--- src/rtl/htd_pkg.sv ---
// shared types and constants of the huffman tree decoder
`default_nettype none

package htd_pkg;

    localparam int IDX_W   = 9;
    localparam int CHILD_W = 10;
    localparam int SYM_W   = 8;
    localparam int BYTE_W  = 8;

    // request type codes
    localparam logic REQ_LOAD = 1'b0;
    localparam logic REQ_DATA = 1'b1;

    // one symbol beat handed to the output stage
    typedef struct packed {
        logic             valid;
        logic [SYM_W-1:0] symbol;
        logic             last;
    } push_t;

endpackage

`default_nettype wire

--- src/rtl/htd_if.sv ---
// channel interfaces: request, result and root register write
`default_nettype none


interface htd_res_if;
    import htd_pkg::*;
    logic             valid;
    logic             ready;
    logic [SYM_W-1:0] symbol;
    logic             last;

    modport source (output valid, symbol, last, input ready);
    modport sink (input valid, symbol, last, output ready);
endinterface


`default_nettype wire

--- src/rtl/htd_out_stage.sv ---
// output register that holds one symbol beat until the sink takes it
`default_nettype none

module htd_out_stage
    import htd_pkg::*;
(
    input  wire logic  clk,
    input  wire logic  rst_n,
    input  wire push_t push,
    output logic       free,
    htd_res_if.source  res
);

    logic             vld_reg;
    logic [SYM_W-1:0] sym_reg;
    logic             last_reg;

    // room for a new beat when empty or when the held beat leaves now
    assign free = !vld_reg || res.ready;

    // valid flag
    always_ff @(posedge clk or negedge rst_n)
    begin
        if (!rst_n)
        begin
            vld_reg <= 1'b0;
        end
        else if (push.valid)
        begin
            vld_reg <= 1'b1;
        end
        else if (res.ready)
        begin
            vld_reg <= 1'b0;
        end
    end

    // payload
    always_ff @(posedge clk)
    begin
        if (push.valid)
        begin
            sym_reg  <= push.symbol;
            last_reg <= push.last;
        end
    end

    assign res.valid  = vld_reg;
    assign res.symbol = sym_reg;
    assign res.last   = last_reg;

endmodule

`default_nettype wire

--- src/flat_wrapper.sv ---
// flat-port wrapper written by rule: the top's interface ports become plain ports
module htd_out_stage_flat import htd_pkg::*;
  (clk, rst_n, push, free, res_valid, res_symbol, res_last, res_ready);
  htd_res_if res_i ();
  input  wire logic clk;
  input  wire logic rst_n;
  input  wire push_t push;
  output logic free;
  output wire logic [$bits(res_i.valid)-1:0] res_valid;
  output wire logic [$bits(res_i.symbol)-1:0] res_symbol;
  output wire logic [$bits(res_i.last)-1:0] res_last;
  input wire logic [$bits(res_i.ready)-1:0] res_ready;
  assign res_valid = res_i.valid;
  assign res_symbol = res_i.symbol;
  assign res_last = res_i.last;
  assign res_i.ready = res_ready;
  htd_out_stage u_core (.clk(clk), .rst_n(rst_n), .push(push), .free(free), .res(res_i));
endmodule
--- config.mk ---
export PLATFORM = sky130hd
export DESIGN_NAME = htd_out_stage_flat
export DESIGN_NICKNAME = d
export VERILOG_FILES = /design/src/rtl/htd_pkg.sv /design/src/rtl/htd_if.sv /design/src/rtl/htd_out_stage.sv /design/src/flat_wrapper.sv
export SDC_FILE = /design/constraint.sdc
export NUM_CORES = 1
export LEC_CHECK = 0
export ABC_AREA = 1
export BUFFER_PORTS_ARGS = -buffer_cell sky130_fd_sc_hd__buf_2
export CAP_MARGIN = 20
export CORE_AREA = 2 2 39 41
export CTS_CLUSTER_DIAMETER = 50
export DETAILED_ROUTE_END_ITERATION = 10
export DIE_AREA = 0 0 41 43
export GPL_ROUTABILITY_DRIVEN = 0
export HOLD_SLACK_MARGIN = 0.1
export PLACE_DENSITY_LB_ADDON = 0.08
export SKIP_LAST_GASP = 1
export SLEW_MARGIN = 5
export SYNTH_ARGS = -nofsm -noshare
export SYNTH_HDL_FRONTEND = slang
export SYNTH_SLANG_ARGS = --single-unit
--- constraint.sdc ---
create_clock -name clk -period 1.2 [get_ports clk]
set_input_delay 0.06 -clock clk [delete_from_list [all_inputs] [get_ports clk]]
set_output_delay 0.06 -clock clk [all_outputs]
set_load 0.01 [all_outputs]
==> out/results.tsv <==
metric	value	unit
tritoncts	yes	
p_seq_share	51.4	%
cp_common_cell	buf_2	
fin_util	43.9	%
grt-ovfl-total	0	
setup_viol	0	
cp_cell_sequence	dlygate4sd3_1 -> buf_2 -> inv_1 -> nand2_2 -> buf_2	
p_comb_share	12.5	%
clkSlewWorstSetupHoldPaths	60	ps
io_pins	24	
vias	255	
n_antenna_cell	0	
yosysTopAreaCellShare	85.7	%
grt_pass1_vias	253	
fmax	995	MHz
yosys-top-cells-count	9 x edfxtp_1, 2 x inv_1, 2 x nand2_2	
placed_area	450	um^2
synth_cell_type_count	4	
async_flop_share	10.0	%
total_switching_power	156	uW
drc	0	
crit_path_max_incr_delay	530	ps
critPathLaunchType	primary input	
final-instance-count-excl-fill	69	
synth_edf_count	9	
p_per_area	1330	mW/mm^2
clock_power_share	36.1	%
cp_max_fo	2	
max_slew.worst_pin.slew	213	ps
crit_slowest_cell	dlygate4sd3_1	
finalClockSkew	0	ps
htree_levels	1	
fp.dieH	43	um
drive_above_1_share	54.7	%
postLayoutSetupSlackWorst	195	ps
setup.worst_path.class	in2out	
final_area	607	um^2
worst_hold_startpoint	push[9]	
cts_buffers	3	
clockRootBuffer	clkbuf_4	
cts_buffer_depth	2	
hold_path.class	in2reg	
synth_most_common_cell	edfxtp_1	
vdd_drop_max	565	uV
fin_crit_sh	83.8	%
syn_area	315	um^2
post_cts_buffers	0	
ys_seq_area_share	93.7	%
first_pass_iters	1	
cts_resized	0	
core	0.00138	mm^2
syn2layout_area_growth	92.5	%
drt_wl_total	624	um
rr_startpoint	u_core.res.valid	
crit_buf_inv	4	
antenna_found_initial	0	
grt_usage	8.37	%
crit_start	res_ready	
clock-sinks	10	
fp-row-count	14	
synth_cells	14	
yosys.area.top_type	edfxtp_1	
dp_hpwl	432	um
port_buffers	23	
critPathArrivalTime	950	ps
synthFlopType	edfxtp_1	
grt_pass1_wl	945	um
slew_headroom	85.8	%
synth_warnings	0	
vias_per_cell	3.70	
rsz0062_at_grt	no	
ys_ff_latch	10	
syn_nets	27	
initial_core_util	22.8	%
crit_path_end_kind	primary output	
synth.area.top_cells	edfxtp_1 86%, dfrtp_1 7.9%, nand2_2 4.0%	
dieArea	0.00176	mm^2
crit_family	buffers and inverters	
first_iter_violations	0	
fp.dieW	41	um
setup_tns	0	ps
pre_cts_slack	572	ps
p_int	653	uW
status	finished, final reports clean	
finalMaxSlewViolations	0	
routedWlPerCell	9.04	um
p_leak	0.000276	uW
clk_latency	250	ps
dp.cells	53	
required	1140	ps
largest_reg_flops	8	
maxCapViolations	0	
swShare	19.3	%
avgSynthCellArea	22.5	um^2
hold_violations	0	
ant_nets	0	
layout.nets	67	
finalCriticalPeriod	1010	ps
grt_max_degree	11	
[routing by layer]
layer  part of all wire (%)  wire, um  GRT usage, %  vias to the layer above
met5                      0         0             0                        -
met4                      0         0          4.00                        0
met3                    8.2        51          3.14                        0
met2                     57       356          14.4                       12
met1                     35       217          8.14                      115
li1                       -         -             -                      128
[kinds of logic after synthesis]
family	after synthesis	share of synthesized area, %
simple gates	2	3.97
flops	10	93.6
buf+inv	2	2.38
[worst paths after layout]
path	slack (ps)	depth (start not counted)	end
hold reg to reg	490	2	u_core.res.valid
setup reg to reg	600	2	u_core.res.valid
setup / recovery	190	5	free
hold / removal	140	3	u_core.res.valid
max in group asynchronous	480	3	u_core.res.valid
min in group asynchronous	620	3	u_core.res.valid
[what timing repair did]
item,4_1_cts,5_1_grt
endpoints found under the setup margin,0,0
hold buffers,12,0
endpoints found under the hold margin,11,0
[power groups by stage]
stage / Combinational [uW] / Sequential (uW) / Clock (uW)
floorplan: 6.54 / 440 / 0
global placement: 72.2 / 423 / 0
detailed placement: 73.3 / 424 / 0
CTS: 103 / 416 / 309
global route: 112 / 418 / 323
finish: 101 / 415 / 292
[cells in the final DEF (no fill, tap or decap), drive strengths merged]
master and count:
edfxtp 9, inv 2, clkbuf 4, buf 23, nand2 2, dlygate4sd3 12, dfrtp 1
[final cells by class]
type                            instances  area (um^2)
Sequential cell                        10          295
Fill cell                             140          777
Clock buffer                            4         36.3
Tap cell                               16         20.0
Multi-Input combinational cell          2         12.5
Inverter                                2         7.51
Timing Repair Buffer                   35          235
[worst reg2reg max path, cell delays in order (launching register included)]
cell and delay [ps]:
dfrtp_1 380, nand2_2 80, nand2_2 40
[per-stage QoR]
step | hold WS (ps) | total power, uW
2_1_floorplan | -236 | 447
3_3_place_gp | -166 | 495
3_5_place_dp | -162 | 497
4_1_cts | 144 | 828
5_1_grt | 164 | 854
6_report | 143 | 809
(Power assumes the default switching activity.)
